<file path="src/rtl/core/rtc_calendar_decode_to_epoch_macros.svh">
// Assertion helpers for the calendar decoder RTL.
`ifndef RTC_CALENDAR_DECODE_TO_EPOCH_MACROS_SVH
`define RTC_CALENDAR_DECODE_TO_EPOCH_MACROS_SVH

// Check on every clock edge outside reset; expects clk and arst_n in scope.
`define RTCDE_ASSERT(lbl, prop, msg) \
	lbl: assert property (@(posedge clk) disable iff (!arst_n) (prop)) else $error(msg);

// Check on every clock edge, reset included.
`define RTCDE_ASSERT_ALWAYS(lbl, prop, msg) \
	lbl: assert property (@(posedge clk) (prop)) else $error(msg);

`endif

</file>
<file path="src/rtl/core/rtcde_pkg.sv">
`default_nettype none
package rtcde_pkg;

	// Calendar constants
	localparam int BASE_YEAR = 2000;
	localparam int YEAR_MIN = 2000;
	localparam int YEAR_MAX = 2099;

	// Era handling for years 1999..2099 (year shifted back for Jan and Feb)
	localparam int ERA_BASE_HI = 2000;
	localparam int ERA_BASE_LO = 1600;
	localparam int DAYS_PER_ERA = 146097;
	localparam int EPOCH_SHIFT = 719468;
	localparam int ERA_OFS_HI = 5 * DAYS_PER_ERA - EPOCH_SHIFT;
	localparam int ERA_OFS_LO = EPOCH_SHIFT - 4 * DAYS_PER_ERA;

	// Field widths
	localparam int RAW_W = 8;
	localparam int SEC_W = 6;
	localparam int MIN_W = 6;
	localparam int HOUR_W = 5;
	localparam int DAY_W = 5;
	localparam int MON_W = 4;
	localparam int YEAR_W = 12;
	localparam int SECS_W = 32;
	localparam int DAYS_W = 16;
	localparam int YOE_W = 9;
	localparam int DOY_W = 9;
	localparam int DOE_W = 18;

	// Configuration port
	localparam int CFG_IDX_W = 2;
	localparam int CFG_DATA_W = 8;
	localparam logic [CFG_IDX_W-1:0] REG_BINARY_MODE = CFG_IDX_W'(0);
	localparam logic [CFG_IDX_W-1:0] REG_HOUR24_MODE = CFG_IDX_W'(1);

	// Queue between decode and conversion (power of two)
	localparam int Q_DEPTH = 4;
	localparam int Q_PTR_W = $clog2(Q_DEPTH);

	typedef struct packed {
		logic binary_mode;
		logic hour24_mode;
	} cfg_t;

	typedef struct packed {
		logic              ok;
		logic [SEC_W-1:0]  sec;
		logic [MIN_W-1:0]  min;
		logic [HOUR_W-1:0] hour;
		logic [DAY_W-1:0]  day;
		logic [MON_W-1:0]  mon;
		logic [YEAR_W-1:0] year;
	} item_t;

	// Days from March 1 to the first of the shifted month: (153*mp+2)/5
	function automatic logic [DOY_W-1:0] doy_base(input logic [MON_W-1:0] mp);
		logic [DOY_W-1:0] r;
		case (mp)
			4'd0:    r = DOY_W'(0);
			4'd1:    r = DOY_W'(31);
			4'd2:    r = DOY_W'(61);
			4'd3:    r = DOY_W'(92);
			4'd4:    r = DOY_W'(122);
			4'd5:    r = DOY_W'(153);
			4'd6:    r = DOY_W'(184);
			4'd7:    r = DOY_W'(214);
			4'd8:    r = DOY_W'(245);
			4'd9:    r = DOY_W'(275);
			4'd10:   r = DOY_W'(306);
			4'd11:   r = DOY_W'(337);
			default: r = DOY_W'(0);
		endcase
		return r;
	endfunction

endpackage
`default_nettype wire

</file>
<file path="src/rtl/core/rtc_calendar_decode_to_epoch.sv">
// Path from input transfer to result valid: decode register (loaded at
// the transfer edge), then queue slot, day-count register, output register.
// Throughput: one reading per cycle while in_stall is low; the 4-entry queue absorbs output stalls.
// Reset (arst_n low, asynchronous): pipeline and queue empty, binary_mode 0,
// hour24_mode 1. Configuration writes are taken every cycle.
`default_nettype none
module rtc_calendar_decode_to_epoch (
	input  wire logic                              clk,
	input  wire logic                              arst_n,
	input  wire logic                              cfg_valid,
	output logic                                   cfg_ready,
	input  wire logic [rtcde_pkg::CFG_IDX_W-1:0]   cfg_index,
	input  wire logic [rtcde_pkg::CFG_DATA_W-1:0]  cfg_data,
	input  wire logic                              in_valid,
	output logic                                   in_stall,
	input  wire logic [rtcde_pkg::RAW_W-1:0]       seconds_raw,
	input  wire logic [rtcde_pkg::RAW_W-1:0]       minutes_raw,
	input  wire logic [rtcde_pkg::RAW_W-1:0]       hours_raw,
	input  wire logic [rtcde_pkg::RAW_W-1:0]       weekday_raw,
	input  wire logic [rtcde_pkg::RAW_W-1:0]       day_raw,
	input  wire logic [rtcde_pkg::RAW_W-1:0]       month_raw,
	input  wire logic [rtcde_pkg::RAW_W-1:0]       year_raw,
	output logic                                   out_valid,
	input  wire logic                              out_stall,
	output logic                                   valid_res,
	output logic [rtcde_pkg::SECS_W-1:0]           unix_seconds,
	output logic [rtcde_pkg::SEC_W-1:0]            second_out,
	output logic [rtcde_pkg::MIN_W-1:0]            minute_out,
	output logic [rtcde_pkg::HOUR_W-1:0]           hour_out,
	output logic [rtcde_pkg::DAY_W-1:0]            day_out,
	output logic [rtcde_pkg::MON_W-1:0]            month_out,
	output logic [rtcde_pkg::YEAR_W-1:0]           year_out
);

	rtcde_pkg::cfg_t   cfg_q;
	logic              q_full;
	logic              q_push;
	logic              q_pop;
	logic              q_nonempty;
	rtcde_pkg::item_t  push_item;
	rtcde_pkg::item_t  head_item;

	assign cfg_ready = 1'b1;

	// Update mode registers; drop writes to unknown indexes
	always_ff @(posedge clk or negedge arst_n) begin
		if (!arst_n) begin
			cfg_q.binary_mode <= 1'b0;
			cfg_q.hour24_mode <= 1'b1;
		end else if (cfg_valid && cfg_ready) begin
			unique case (cfg_index)
				rtcde_pkg::REG_BINARY_MODE: cfg_q.binary_mode <= cfg_data[0];
				rtcde_pkg::REG_HOUR24_MODE: cfg_q.hour24_mode <= cfg_data[0];
				default: ;
			endcase
		end
	end

	rtcde_front u_front (
		.clk         (clk),
		.arst_n      (arst_n),
		.cfg         (cfg_q),
		.in_valid    (in_valid),
		.in_stall    (in_stall),
		.seconds_raw (seconds_raw),
		.minutes_raw (minutes_raw),
		.hours_raw   (hours_raw),
		.weekday_raw (weekday_raw),
		.day_raw     (day_raw),
		.month_raw   (month_raw),
		.year_raw    (year_raw),
		.q_full      (q_full),
		.q_push      (q_push),
		.q_item      (push_item)
	);

	rtcde_queue u_queue (
		.clk      (clk),
		.arst_n   (arst_n),
		.push     (q_push),
		.item_i   (push_item),
		.pop      (q_pop),
		.item_o   (head_item),
		.full     (q_full),
		.nonempty (q_nonempty)
	);

	rtcde_back u_back (
		.clk          (clk),
		.arst_n       (arst_n),
		.q_item       (head_item),
		.q_nonempty   (q_nonempty),
		.q_pop        (q_pop),
		.out_valid    (out_valid),
		.out_stall    (out_stall),
		.valid_res    (valid_res),
		.unix_seconds (unix_seconds),
		.second_out   (second_out),
		.minute_out   (minute_out),
		.hour_out     (hour_out),
		.day_out      (day_out),
		.month_out    (month_out),
		.year_out     (year_out)
	);

endmodule
`default_nettype wire

</file>
<file path="src/rtl/core/rtcde_front.sv">
`default_nettype none
module rtcde_front (
	input  wire logic                          clk,
	input  wire logic                          arst_n,
	input  wire rtcde_pkg::cfg_t               cfg,
	input  wire logic                          in_valid,
	output logic                               in_stall,
	input  wire logic [rtcde_pkg::RAW_W-1:0]   seconds_raw,
	input  wire logic [rtcde_pkg::RAW_W-1:0]   minutes_raw,
	input  wire logic [rtcde_pkg::RAW_W-1:0]   hours_raw,
	input  wire logic [rtcde_pkg::RAW_W-1:0]   weekday_raw,
	input  wire logic [rtcde_pkg::RAW_W-1:0]   day_raw,
	input  wire logic [rtcde_pkg::RAW_W-1:0]   month_raw,
	input  wire logic [rtcde_pkg::RAW_W-1:0]   year_raw,
	input  wire logic                          q_full,
	output logic                               q_push,
	output rtcde_pkg::item_t                   q_item
);

	function automatic logic nib_ok(input logic [rtcde_pkg::RAW_W-1:0] v);
		return (v[3:0] <= 4'd9) && (v[7:4] <= 4'd9);
	endfunction

	function automatic logic [rtcde_pkg::RAW_W-1:0] take(
		input logic                          bin,
		input logic [rtcde_pkg::RAW_W-1:0]   v
	);
		logic [rtcde_pkg::RAW_W-1:0] dec;
		dec = {4'd0, v[3:0]} + {1'b0, v[7:4], 3'd0} + {3'd0, v[7:4], 1'b0};
		return bin ? v : dec;
	endfunction

	logic [rtcde_pkg::RAW_W-1:0]    hraw;
	logic                           pm;
	logic                           enc_ok;
	logic [rtcde_pkg::RAW_W-1:0]    sec_v;
	logic [rtcde_pkg::RAW_W-1:0]    min_v;
	logic [rtcde_pkg::RAW_W-1:0]    hr_v;
	logic [rtcde_pkg::RAW_W-1:0]    day_v;
	logic [rtcde_pkg::RAW_W-1:0]    mon_v;
	logic [rtcde_pkg::RAW_W-1:0]    hr12;
	logic [rtcde_pkg::RAW_W:0]      hour_v;
	logic [rtcde_pkg::YEAR_W-1:0]   year_v;
	logic                           range_ok;
	rtcde_pkg::item_t               item_d;
	logic                           accept;
	logic                           valid_s1;
	rtcde_pkg::item_t               item_s1;

	// Strip the PM flag in 12-hour mode
	assign pm   = !cfg.hour24_mode && hours_raw[7];
	assign hraw = cfg.hour24_mode ? hours_raw : {1'b0, hours_raw[6:0]};

	// Check BCD nibbles of all seven bytes
	assign enc_ok = cfg.binary_mode ||
		(nib_ok(seconds_raw) && nib_ok(minutes_raw) && nib_ok(hraw) &&
		 nib_ok(weekday_raw) && nib_ok(day_raw) && nib_ok(month_raw) &&
		 nib_ok(year_raw));

	// Decode fields
	assign sec_v  = take(cfg.binary_mode, seconds_raw);
	assign min_v  = take(cfg.binary_mode, minutes_raw);
	assign hr_v   = take(cfg.binary_mode, hraw);
	assign day_v  = take(cfg.binary_mode, day_raw);
	assign mon_v  = take(cfg.binary_mode, month_raw);
	assign year_v = {4'd0, take(cfg.binary_mode, year_raw)} +
		rtcde_pkg::YEAR_W'(rtcde_pkg::BASE_YEAR);

	// Convert 12-hour time: 12 AM is hour 0, PM adds 12
	assign hr12   = (hr_v == 8'd12) ? 8'd0 : hr_v;
	assign hour_v = cfg.hour24_mode ? {1'b0, hr_v} :
		({1'b0, hr12} + (pm ? 9'd12 : 9'd0));

	// Range-check decoded fields
	assign range_ok = (sec_v <= 8'd59) && (min_v <= 8'd59) && (hour_v <= 9'd23) &&
		(day_v >= 8'd1) && (day_v <= 8'd31) && (mon_v >= 8'd1) && (mon_v <= 8'd12) &&
		(year_v >= rtcde_pkg::YEAR_W'(rtcde_pkg::YEAR_MIN)) &&
		(year_v <= rtcde_pkg::YEAR_W'(rtcde_pkg::YEAR_MAX));

	always_comb begin
		item_d      = '0;
		item_d.ok   = enc_ok && range_ok;
		item_d.sec  = sec_v[rtcde_pkg::SEC_W-1:0];
		item_d.min  = min_v[rtcde_pkg::MIN_W-1:0];
		item_d.hour = hour_v[rtcde_pkg::HOUR_W-1:0];
		item_d.day  = day_v[rtcde_pkg::DAY_W-1:0];
		item_d.mon  = mon_v[rtcde_pkg::MON_W-1:0];
		item_d.year = year_v;
	end

	// Hold the input while the decoded item cannot enter the queue
	assign in_stall = valid_s1 && q_full;
	assign accept   = in_valid && !in_stall;
	assign q_push   = valid_s1 && !q_full;
	assign q_item   = item_s1;

	always_ff @(posedge clk or negedge arst_n) begin
		if (!arst_n) begin
			valid_s1 <= 1'b0;
		end else if (accept) begin
			valid_s1 <= 1'b1;
		end else if (q_push) begin
			valid_s1 <= 1'b0;
		end
	end

	always_ff @(posedge clk) begin
		if (accept) begin
			item_s1 <= item_d;
		end
	end

endmodule
`default_nettype wire

</file>
<file path="src/rtl/core/rtcde_queue.sv">
`default_nettype none
`include "rtc_calendar_decode_to_epoch_macros.svh"
module rtcde_queue (
	input  wire logic              clk,
	input  wire logic              arst_n,
	input  wire logic              push,
	input  wire rtcde_pkg::item_t  item_i,
	input  wire logic              pop,
	output rtcde_pkg::item_t       item_o,
	output logic                   full,
	output logic                   nonempty
);

	rtcde_pkg::item_t               mem_q [rtcde_pkg::Q_DEPTH];
	logic [rtcde_pkg::Q_PTR_W-1:0]  wr_ptr_q;
	logic [rtcde_pkg::Q_PTR_W-1:0]  rd_ptr_q;
	logic [rtcde_pkg::Q_PTR_W:0]    count_q;

	assign full     = (count_q == (rtcde_pkg::Q_PTR_W+1)'(rtcde_pkg::Q_DEPTH));
	assign nonempty = (count_q != '0);
	assign item_o   = mem_q[rd_ptr_q];

	// Advance pointers and occupancy
	always_ff @(posedge clk or negedge arst_n) begin
		if (!arst_n) begin
			wr_ptr_q <= '0;
			rd_ptr_q <= '0;
			count_q  <= '0;
		end else begin
			if (push) begin
				wr_ptr_q <= wr_ptr_q + 1'b1;
			end
			if (pop) begin
				rd_ptr_q <= rd_ptr_q + 1'b1;
			end
			if (push && !pop) begin
				count_q <= count_q + 1'b1;
			end else if (pop && !push) begin
				count_q <= count_q - 1'b1;
			end
		end
	end

	// Store pushed entries
	always_ff @(posedge clk) begin
		if (push) begin
			mem_q[wr_ptr_q] <= item_i;
		end
	end

	`RTCDE_ASSERT(a_no_push_full, push |-> !full, "push into full queue")
	`RTCDE_ASSERT(a_no_pop_empty, pop |-> nonempty, "pop from empty queue")
	`RTCDE_ASSERT(a_push_fills, (push && !pop) |=> nonempty, "push did not fill queue")
	`RTCDE_ASSERT_ALWAYS(a_count_bound, !arst_n || (count_q <= (rtcde_pkg::Q_PTR_W+1)'(rtcde_pkg::Q_DEPTH)), "queue count over depth")

endmodule
`default_nettype wire

</file>
<file path="src/rtl/core/rtcde_back.sv">
`default_nettype none
module rtcde_back (
	input  wire logic                          clk,
	input  wire logic                          arst_n,
	input  wire rtcde_pkg::item_t              q_item,
	input  wire logic                          q_nonempty,
	output logic                               q_pop,
	output logic                               out_valid,
	input  wire logic                          out_stall,
	output logic                               valid_res,
	output logic [rtcde_pkg::SECS_W-1:0]       unix_seconds,
	output logic [rtcde_pkg::SEC_W-1:0]        second_out,
	output logic [rtcde_pkg::MIN_W-1:0]        minute_out,
	output logic [rtcde_pkg::HOUR_W-1:0]       hour_out,
	output logic [rtcde_pkg::DAY_W-1:0]        day_out,
	output logic [rtcde_pkg::MON_W-1:0]        month_out,
	output logic [rtcde_pkg::YEAR_W-1:0]       year_out
);

	logic                           le2;
	logic [rtcde_pkg::YEAR_W-1:0]   y;
	logic                           era5;
	logic [rtcde_pkg::YOE_W-1:0]    yoe;
	logic [rtcde_pkg::MON_W-1:0]    mp;
	logic [rtcde_pkg::DOY_W-1:0]    doy;
	logic [1:0]                     cent;
	logic [rtcde_pkg::DOE_W-1:0]    doe;
	logic [rtcde_pkg::DAYS_W-1:0]   days_d;
	logic                           ready_s3;
	logic                           ready_s2;
	logic                           valid_s2;
	rtcde_pkg::item_t               item_s2;
	logic [rtcde_pkg::DAYS_W-1:0]   days_s2;
	logic [rtcde_pkg::SECS_W-1:0]   secs_d;
	logic                           valid_s3;

	// Shift the year so the leap day ends it
	assign le2  = (q_item.mon <= 4'd2);
	assign y    = q_item.year - {11'd0, le2};
	assign era5 = (y >= rtcde_pkg::YEAR_W'(rtcde_pkg::ERA_BASE_HI));
	assign yoe  = era5 ? rtcde_pkg::YOE_W'(y - rtcde_pkg::YEAR_W'(rtcde_pkg::ERA_BASE_HI)) :
		rtcde_pkg::YOE_W'(y - rtcde_pkg::YEAR_W'(rtcde_pkg::ERA_BASE_LO));
	assign mp   = (q_item.mon > 4'd2) ? (q_item.mon - 4'd3) : (q_item.mon + 4'd9);
	assign doy  = rtcde_pkg::doy_base(mp) + rtcde_pkg::DOY_W'(q_item.day) - 9'd1;
	assign cent = (yoe >= 9'd300) ? 2'd3 : (yoe >= 9'd200) ? 2'd2 :
		(yoe >= 9'd100) ? 2'd1 : 2'd0;

	// Day of era, then days since the epoch
	assign doe = rtcde_pkg::DOE_W'(yoe) * rtcde_pkg::DOE_W'(365) +
		rtcde_pkg::DOE_W'(yoe[rtcde_pkg::YOE_W-1:2]) - rtcde_pkg::DOE_W'(cent) +
		rtcde_pkg::DOE_W'(doy);
	assign days_d = era5 ?
		rtcde_pkg::DAYS_W'(doe + rtcde_pkg::DOE_W'(rtcde_pkg::ERA_OFS_HI)) :
		rtcde_pkg::DAYS_W'(doe - rtcde_pkg::DOE_W'(rtcde_pkg::ERA_OFS_LO));

	// Stage readiness from the output side back
	assign ready_s3 = !valid_s3 || !out_stall;
	assign ready_s2 = !valid_s2 || ready_s3;
	assign q_pop    = q_nonempty && ready_s2;

	always_ff @(posedge clk or negedge arst_n) begin
		if (!arst_n) begin
			valid_s2 <= 1'b0;
		end else if (ready_s2) begin
			valid_s2 <= q_nonempty;
		end
	end

	always_ff @(posedge clk) begin
		if (q_pop) begin
			item_s2 <= q_item;
			days_s2 <= days_d;
		end
	end

	// Combine days and time of day
	assign secs_d = rtcde_pkg::SECS_W'(days_s2) * 32'd86400 +
		rtcde_pkg::SECS_W'(item_s2.hour) * 32'd3600 +
		rtcde_pkg::SECS_W'(item_s2.min) * 32'd60 +
		rtcde_pkg::SECS_W'(item_s2.sec);

	always_ff @(posedge clk or negedge arst_n) begin
		if (!arst_n) begin
			valid_s3 <= 1'b0;
		end else if (ready_s3) begin
			valid_s3 <= valid_s2;
		end
	end

	// Zero every field of a rejected reading
	always_ff @(posedge clk) begin
		if (ready_s3 && valid_s2) begin
			valid_res    <= item_s2.ok;
			unix_seconds <= item_s2.ok ? secs_d : '0;
			second_out   <= item_s2.ok ? item_s2.sec : '0;
			minute_out   <= item_s2.ok ? item_s2.min : '0;
			hour_out     <= item_s2.ok ? item_s2.hour : '0;
			day_out      <= item_s2.ok ? item_s2.day : '0;
			month_out    <= item_s2.ok ? item_s2.mon : '0;
			year_out     <= item_s2.ok ? item_s2.year : '0;
		end
	end

	assign out_valid = valid_s3;

endmodule
`default_nettype wire
</file>
<file path="config.mk">
export PLATFORM = sky130hd
export DESIGN_NAME = rtc_calendar_decode_to_epoch
export DESIGN_NICKNAME = d
export VERILOG_FILES = /design/src/rtl/core/rtcde_pkg.sv /design/src/rtl/core/rtc_calendar_decode_to_epoch.sv /design/src/rtl/core/rtcde_front.sv /design/src/rtl/core/rtcde_queue.sv /design/src/rtl/core/rtcde_back.sv
export VERILOG_INCLUDE_DIRS = /design/src /design/src/rtl/core
export SDC_FILE = /design/constraint.sdc
export NUM_CORES = 1
export LEC_CHECK = 0
export BUFFER_PORTS_ARGS = -buffer_cell sky130_fd_sc_hd__buf_2
export CAP_MARGIN = 15
export CORE_MARGIN = 5
export CORE_UTILIZATION = 65
export CTS_CLUSTER_SIZE = 8
export DETAILED_ROUTE_END_ITERATION = 8
export PLACE_DENSITY = 0.86
export SYNTH_ARGS = -nofsm -noshare
export SYNTH_HDL_FRONTEND = slang
export SYNTH_HIERARCHICAL = 1
export SYNTH_SLANG_ARGS = --single-unit
export TNS_END_PERCENT = 5
</file>
<file path="constraint.sdc">
create_clock -name clk -period 15.6 [get_ports clk]
set_input_delay 0 -clock clk [delete_from_list [all_inputs] [get_ports clk]]
set_output_delay 0 -clock clk [all_outputs]
set_load 0.02 [all_outputs]
</file>
==> results of run 1 <==
-- registers in the layout, summed over array words and instances, names as in the netlist, 6 cells and up --
register,cells
u_back/item_s2,39
u_front/q_item,38
u_back/year_out,12
u_queue/mem_q,156
u_back/days_s2,16
u_back/minute_out,6
u_back/unix_seconds,32
-- cell usage in the layout (no fill, tap or decap), types with 10 or more instances in the layout --
cell type | synthesis | routed
dlygate4sd3_1 | 0 | 43
nand2_1 | 64 | 64
nor3_1 | 20 | 20
a21o_1 | 23 | 23
clkbuf_1 | 19 | 13
and2_1 | 46 | 45
nand4_1 | 15 | 15
nand3_1 | 24 | 24
xor2_1 | 43 | 43
a21oi_1 | 83 | 82
clkbuf_16 | 0 | 48
nand2b_1 | 19 | 19
mux2_2 | 16 | 16
inv_1 | 286 | 286
buf_2 | 5 | 134
nor2b_1 | 11 | 10
and3_1 | 12 | 12
edfxtp_1 | 318 | 318
nor2_1 | 86 | 86
buf_4 | 6 | 15
xnor2_1 | 81 | 81
fa_1 | 111 | 111
o31ai_1 | 10 | 10
mux4_2 | 38 | 38
a211oi_1 | 13 | 13
ha_1 | 270 | 270
o21ai_0 | 60 | 60
o21bai_1 | 17 | 17
-- path summary, 6_finish.rpt --
| path | from | endpoint | slack (ps) | depth (start not counted) |
|---|---|---|---|---|
| max in group asynchronous | arst_n | u_queue/rd_ptr_q[0] | 14000 | 4 |
| max reg2reg | u_queue/rd_ptr_q[0] | u_back/days_s2[15] | 4170 | 42 |
| min | month_raw[3] | u_front/q_item[15] | 40 | 3 |
| min reg2reg | u_front/q_item[6] | u_queue/mem_q[0][6] | 490 | 0 |
| min in group asynchronous | arst_n | cfg_q[0] | 480 | 3 |
| max | u_queue/rd_ptr_q[0] | u_back/days_s2[15] | 4170 | 42 |
-- worst register-to-register path, delay by kind of cell (launching register included) --
family                     cells  cell delay, ps
AOI/OAI and AO/OA             11            2300
and+or+nand+nor                7            1790
xor gates and xnor gates       3            1190
adders and majority gates     10            2790
muxes                          1             710
buffers and inverters         10            1520
DFF                            1             830
-- through the flow --
step	hold slack, ps	instances	utilization
after floorplan	-296	1878	-
after global placement	-89.9	2443	0.692
final	36.0	2551	0.743
after CTS	15.9	2551	0.743
after global routing	30.5	2551	0.743
after detailed placement	-86.5	2443	0.692
-- cell type report --
class / instances / share of cell area
sequential: 330 / 0.382
multi-input combinational: 1219 / 0.455
timing repair buffer: 192 / 0.0471
tap: 455 / 0.0221
clock inverter: 3 / 0.00209
clock buffer: 62 / 0.0490
inverter: 290 / 0.0423
-- per-layer routing --
metal,up-vias,global-route usage
li1,7090,-
met1,7624,0.356
met2,607,0.481
met3,135,0.0403
met4,0,0.0880
met5,-,0
-- what timing repair did --
| action | CTS | global route |
|---|---|---|
| hold buffers | 43 | 0 |
| hold endpoints to repair | 48 | 0 |
| gates resized for setup | 0 | 0 |
| buffers inserted | 0 | 0 |
-- cells by family after synthesis --
logic type,share of synthesized area
AO/OA/AOI/OAI,0.0865
XOR/XNOR,0.0496
adder cells (fa/ha/maj),0.244
buffers and inverters,0.0588
flip-flops,0.430
multiplexers,0.0485
other,0.000164
AND/OR/NAND/NOR,0.0821
==> impl_metrics.ini, run 1 <==
[clock_tree]
cts_buffer_depth = 3
cts_tree = yes
cts.sinks = 330
clk_latency_ps = 570
clk_pin_slew_worst_paths_ps = 50
cts_buffers = 47
clockRootBuffer = clkbuf_16
htreeDepth = 2

[routing]
routed.top_layer = met4
wl_per_cell_um = 20.6
wl_met2_um = 26800
drtIter0Drc = 1257
via_per_inst = 6.06
wl_met1_um = 21000
met3WireLength_um = 3110
vias = 15500
drc = 0
totalWireLength_um = 52600
first_pass_iters = 5
ant_nets = 0

[grt]
grt_max_degree = 70
grt.overflow.total = 0
grt_pass1_wl_um = 85100
first_global_vias = 16200
grt_util_all_layers = 0.275
antenna_found_initial = 0

[synth]
synthFlopType = edfxtp_1
synth_cell_types = 94
yosys-top-cells-count = edfxtp_1 (318), inv_1 (286), ha_1 (270), fa_1 (111), nor2_1 (86)
yosysMostFrequentCell = edfxtp_1
synthCells = 1878
synth.avg_cell_area_um2 = 12.2
syn_nets = 2330
synthesis.area_um2 = 22900
synth.top_cell.area_share = 0.417
yosys-top-cells-area = edfxtp_1 (42%), ha_1 (15%), fa_1 (9.7%), inv_1 (4.7%), mux4_2 (3.7%)
yosysTopAreaCell = edfxtp_1
yosys_register_bits = 330
yosysWarnings = 6
synthArstFlopShare = 0.0364
seq_area_frac_synth = 0.430
synth_edf_count = 318

[finish]
area_delta_synth_final_pct = 12.5
design_area_um2 = 25800
fillerInstances = 2081
nNetsFinal = 2532
seq_area_um2 = 9850
layout-drive-gt1-share = 0.138
antenna_cells = 0
multi_input_area_um2 = 11700

[floorplan]
row_count = 68
die_area_um2 = 39100
die_x_um = 198
core_um2 = 34700
num_io_pins = 145
start_util = 0.660
fp.dieH_um = 198

[sta]
slew_headroom = 0.181
finalHoldViolCount = 0
tightest_slew_ps = 1230
timing.final.ws_setup_ps = 4170
fmax_mhz = 87.5
timing.final.crit_share = 0.733
rsz0062_at_grt = false
setup_tns_ps = 0
drv_slew = 0
finalCriticalPeriod_ps = 11430
skew_ps = 27.7
setup_viol = 0

[setup_path]
crit_arrival_ps = 11730
cp-start-kind = register
cp-end-kind = register
cpLargestDelayFamily = adder cells
path_buf_inv = 10
required_ps = 15900
worstPathMaxFanout = 31
critPathMaxStageDelay_ps = 830
slowest_stage = dfrtp_2
crit_type = register to register

[place]
place_hpwl_um = 37200
port_buffers = 134
placed_cell_area_um2 = 24000
gp_congestion = 0.930
dp_slack_ps = 4400

[status]
status = completed

[worst_hold_path]
hold_class = input pin to register

[run]
cap_viol_max_count = 0
Power of run 1 is left out: the tool's default activity adds up to more than one toggle a clock period on the data nets, which glitch-free logic cannot reach.
==> inputs of run 2 (changes only) <==
Settings changed: ABC_AREA from default to 1, CORE_UTILIZATION 65 to 63, PLACE_DENSITY 0.86 to 0.83.
Clock period 15.6 ns to 11.3 ns, I/O delays scaled along.
==> run 2 against run 1 <==
Net effect:
- maximum frequency up 18%
- die area up 8.6%
- core utilization down 2.6 points
- wire length down 1.5%
==> impl_metrics.ini, run 2 <==
[finish]
reg_top3 = u_queue/mem_q (156), u_back/item_s2 (39), u_front/q_item (38)
layout.cells.most_common = inv_1
nNetsFinal = 3147
post-route-util = 0.717
mostFrequentLayoutCells = inv_1 (514), nand2_1 (508), edfxtp_1 (318)
area_delta_synth_final_pct = 12.1
largest_reg_flops = 156
largest-register = u_queue/mem_q
layout-drive-gt1-share = 0.120

[setup_path]
critPathMaxStageDelay_ps = 960
slowest_stage = dfrtp_4
worstPathMaxFanout = 80
cp-start-kind = register
path_buf_inv = 10
cp-end-kind = register
crit_type = register to register
required_ps = 11630
crit_arrival_ps = 10000
cpLargestDelayFamily = adder cells

[sta]
rsz0062_at_grt = false
whs_ps = 33.2
drv_slew = 0
timing.final.crit_share = 0.855
skew_ps = 40.6
fmax_mhz = 103
tightest_slew_ps = 933
slew_headroom = 0.378
setup_tns_ps = 0
finalCriticalPeriod_ps = 9660
finalHoldViolCount = 0
timing.final.ws_setup_ps = 1640
setup_viol = 0

[status]
status = completed

[grt]
grt_max_degree = 81
antenna_found_initial = 1
grt_util_all_layers = 0.251
grt_use_met2 = 0.451
grt.overflow.total = 0
use_met3 = 0.0392
grt_use_met1 = 0.317
grt.busiest_layer = met2
grt_pass1_wl_um = 86700
first_global_vias = 18100

[synth]
synthArstFlopShare = 0.0364
yosys-top-cells-area = edfxtp_1 (39%), ha_1 (14%), fa_1 (9.2%), inv_1 (8.0%), nand2_1 (7.9%)
synthesis.area_um2 = 24200
yosysWarnings = 6
yosysTopAreaCell = edfxtp_1
yosysMostFrequentCell = inv_1
synth_edf_count = 318
syn_nets = 2949
synthCells = 2497
synth.top_cell.area_share = 0.394
synth.avg_cell_area_um2 = 9.70
seq_area_frac_synth = 0.407
synth_cell_types = 61
synthFlopType = edfxtp_1
yosys_register_bits = 330
yosys-top-cells-count = inv_1 (515), nand2_1 (508), edfxtp_1 (318), ha_1 (270), fa_1 (111)

[worst_hold_path]
hold_class = input pin to register

[routing]
vias = 17400
wl_per_cell_um = 16.0
ant_nets = 0
first_pass_iters = 6
via_per_inst = 5.40
drc = 0
drtIter0Drc = 1097
totalWireLength_um = 51800

[floorplan]
fp.dieH_um = 206
row_count = 71
die_x_um = 206
num_io_pins = 145
die_area_um2 = 42500
start_util = 0.640
core_um2 = 37800

[clock_tree]
cts_tree = yes
cts_buffer_depth = 3
clk_latency_ps = 590
cts.sinks = 330
htreeDepth = 2
clk_pin_slew_worst_paths_ps = 50
cts_buffers = 47
clockRootBuffer = clkbuf_16

[run]
cap_viol_max_count = 0

[place]
dp_slack_ps = 1810
port_buffers = 134
gp_congestion = 0.910
place_hpwl_um = 37800
## run 2: what timing repair did
action	4_1_cts	5_1_grt
endpoints found under the hold margin	50	0
hold buffers	50	0
resized for setup	0	0
buffers inserted	0	0
## run 2: kinds of logic after synthesis
group	count (synthesis)	share of synthesized area
compound gates	313	0.0855
buf+inv	571	0.0959
other cells	1	0.000155
fa+ha+maj	381	0.231
xor+xnor	78	0.0310
simple gates	823	0.149
flops	330	0.407
## run 2: cell type report
cell class / instances / area, µm²
clock inverter: 5 / 78.8
clock buffer: 71 / 1270
multi-input combinational: 1596 / 12100
antenna: 1 / 2.50
sequential: 330 / 9850
fill: 2643 / 10700
timing repair buffer: 197 / 1280
inverter: 523 / 1970
tap: 511 / 639
## run 2: routing by layer
layer  up-vias  share of wire
li1       8534              -
met1      8315           0.41
met2       512           0.51
met3        87          0.054
met4         0          0.022
met5         -              0
## run 2: final timing paths
kind                                     startpoint                   end  slack (ps)  cells after the start
worst max-delay path            u_queue/rd_ptr_q[0]    u_back/days_s2[15]        1640                     45
worst min-delay path                 minutes_raw[7]    u_front/q_item[38]          30                      6
worst max register to register  u_queue/rd_ptr_q[0]    u_back/days_s2[15]        1640                     45
worst min register to register   u_front/q_item[33]  u_queue/mem_q[2][33]         480                      0
max in group asynchronous                    arst_n   u_queue/rd_ptr_q[0]        9760                      4
min in group asynchronous                    arst_n              cfg_q[0]         450                      3
## run 2: worst register-to-register path, delay by kind of cell, from the launching register on
family                   cells  cell delay (ps)
buffers and inverters       10             1450
adder cells (fa/ha/maj)     11             2970
flip-flops                   1              960
AO/OA/AOI/OAI                4              750
AND/OR/NAND/NOR             17             2140
XOR/XNOR                     3             1150
## run 2: stage by stage
stage                     cells  cell area [µm²]
final                      3234            27100
after global routing       3234            27100
after CTS                  3232            27100
after detailed placement   3106            25300
after global placement     3106            25300
after floorplan            2497            24200
Power of run 2 is left out for the same reason.
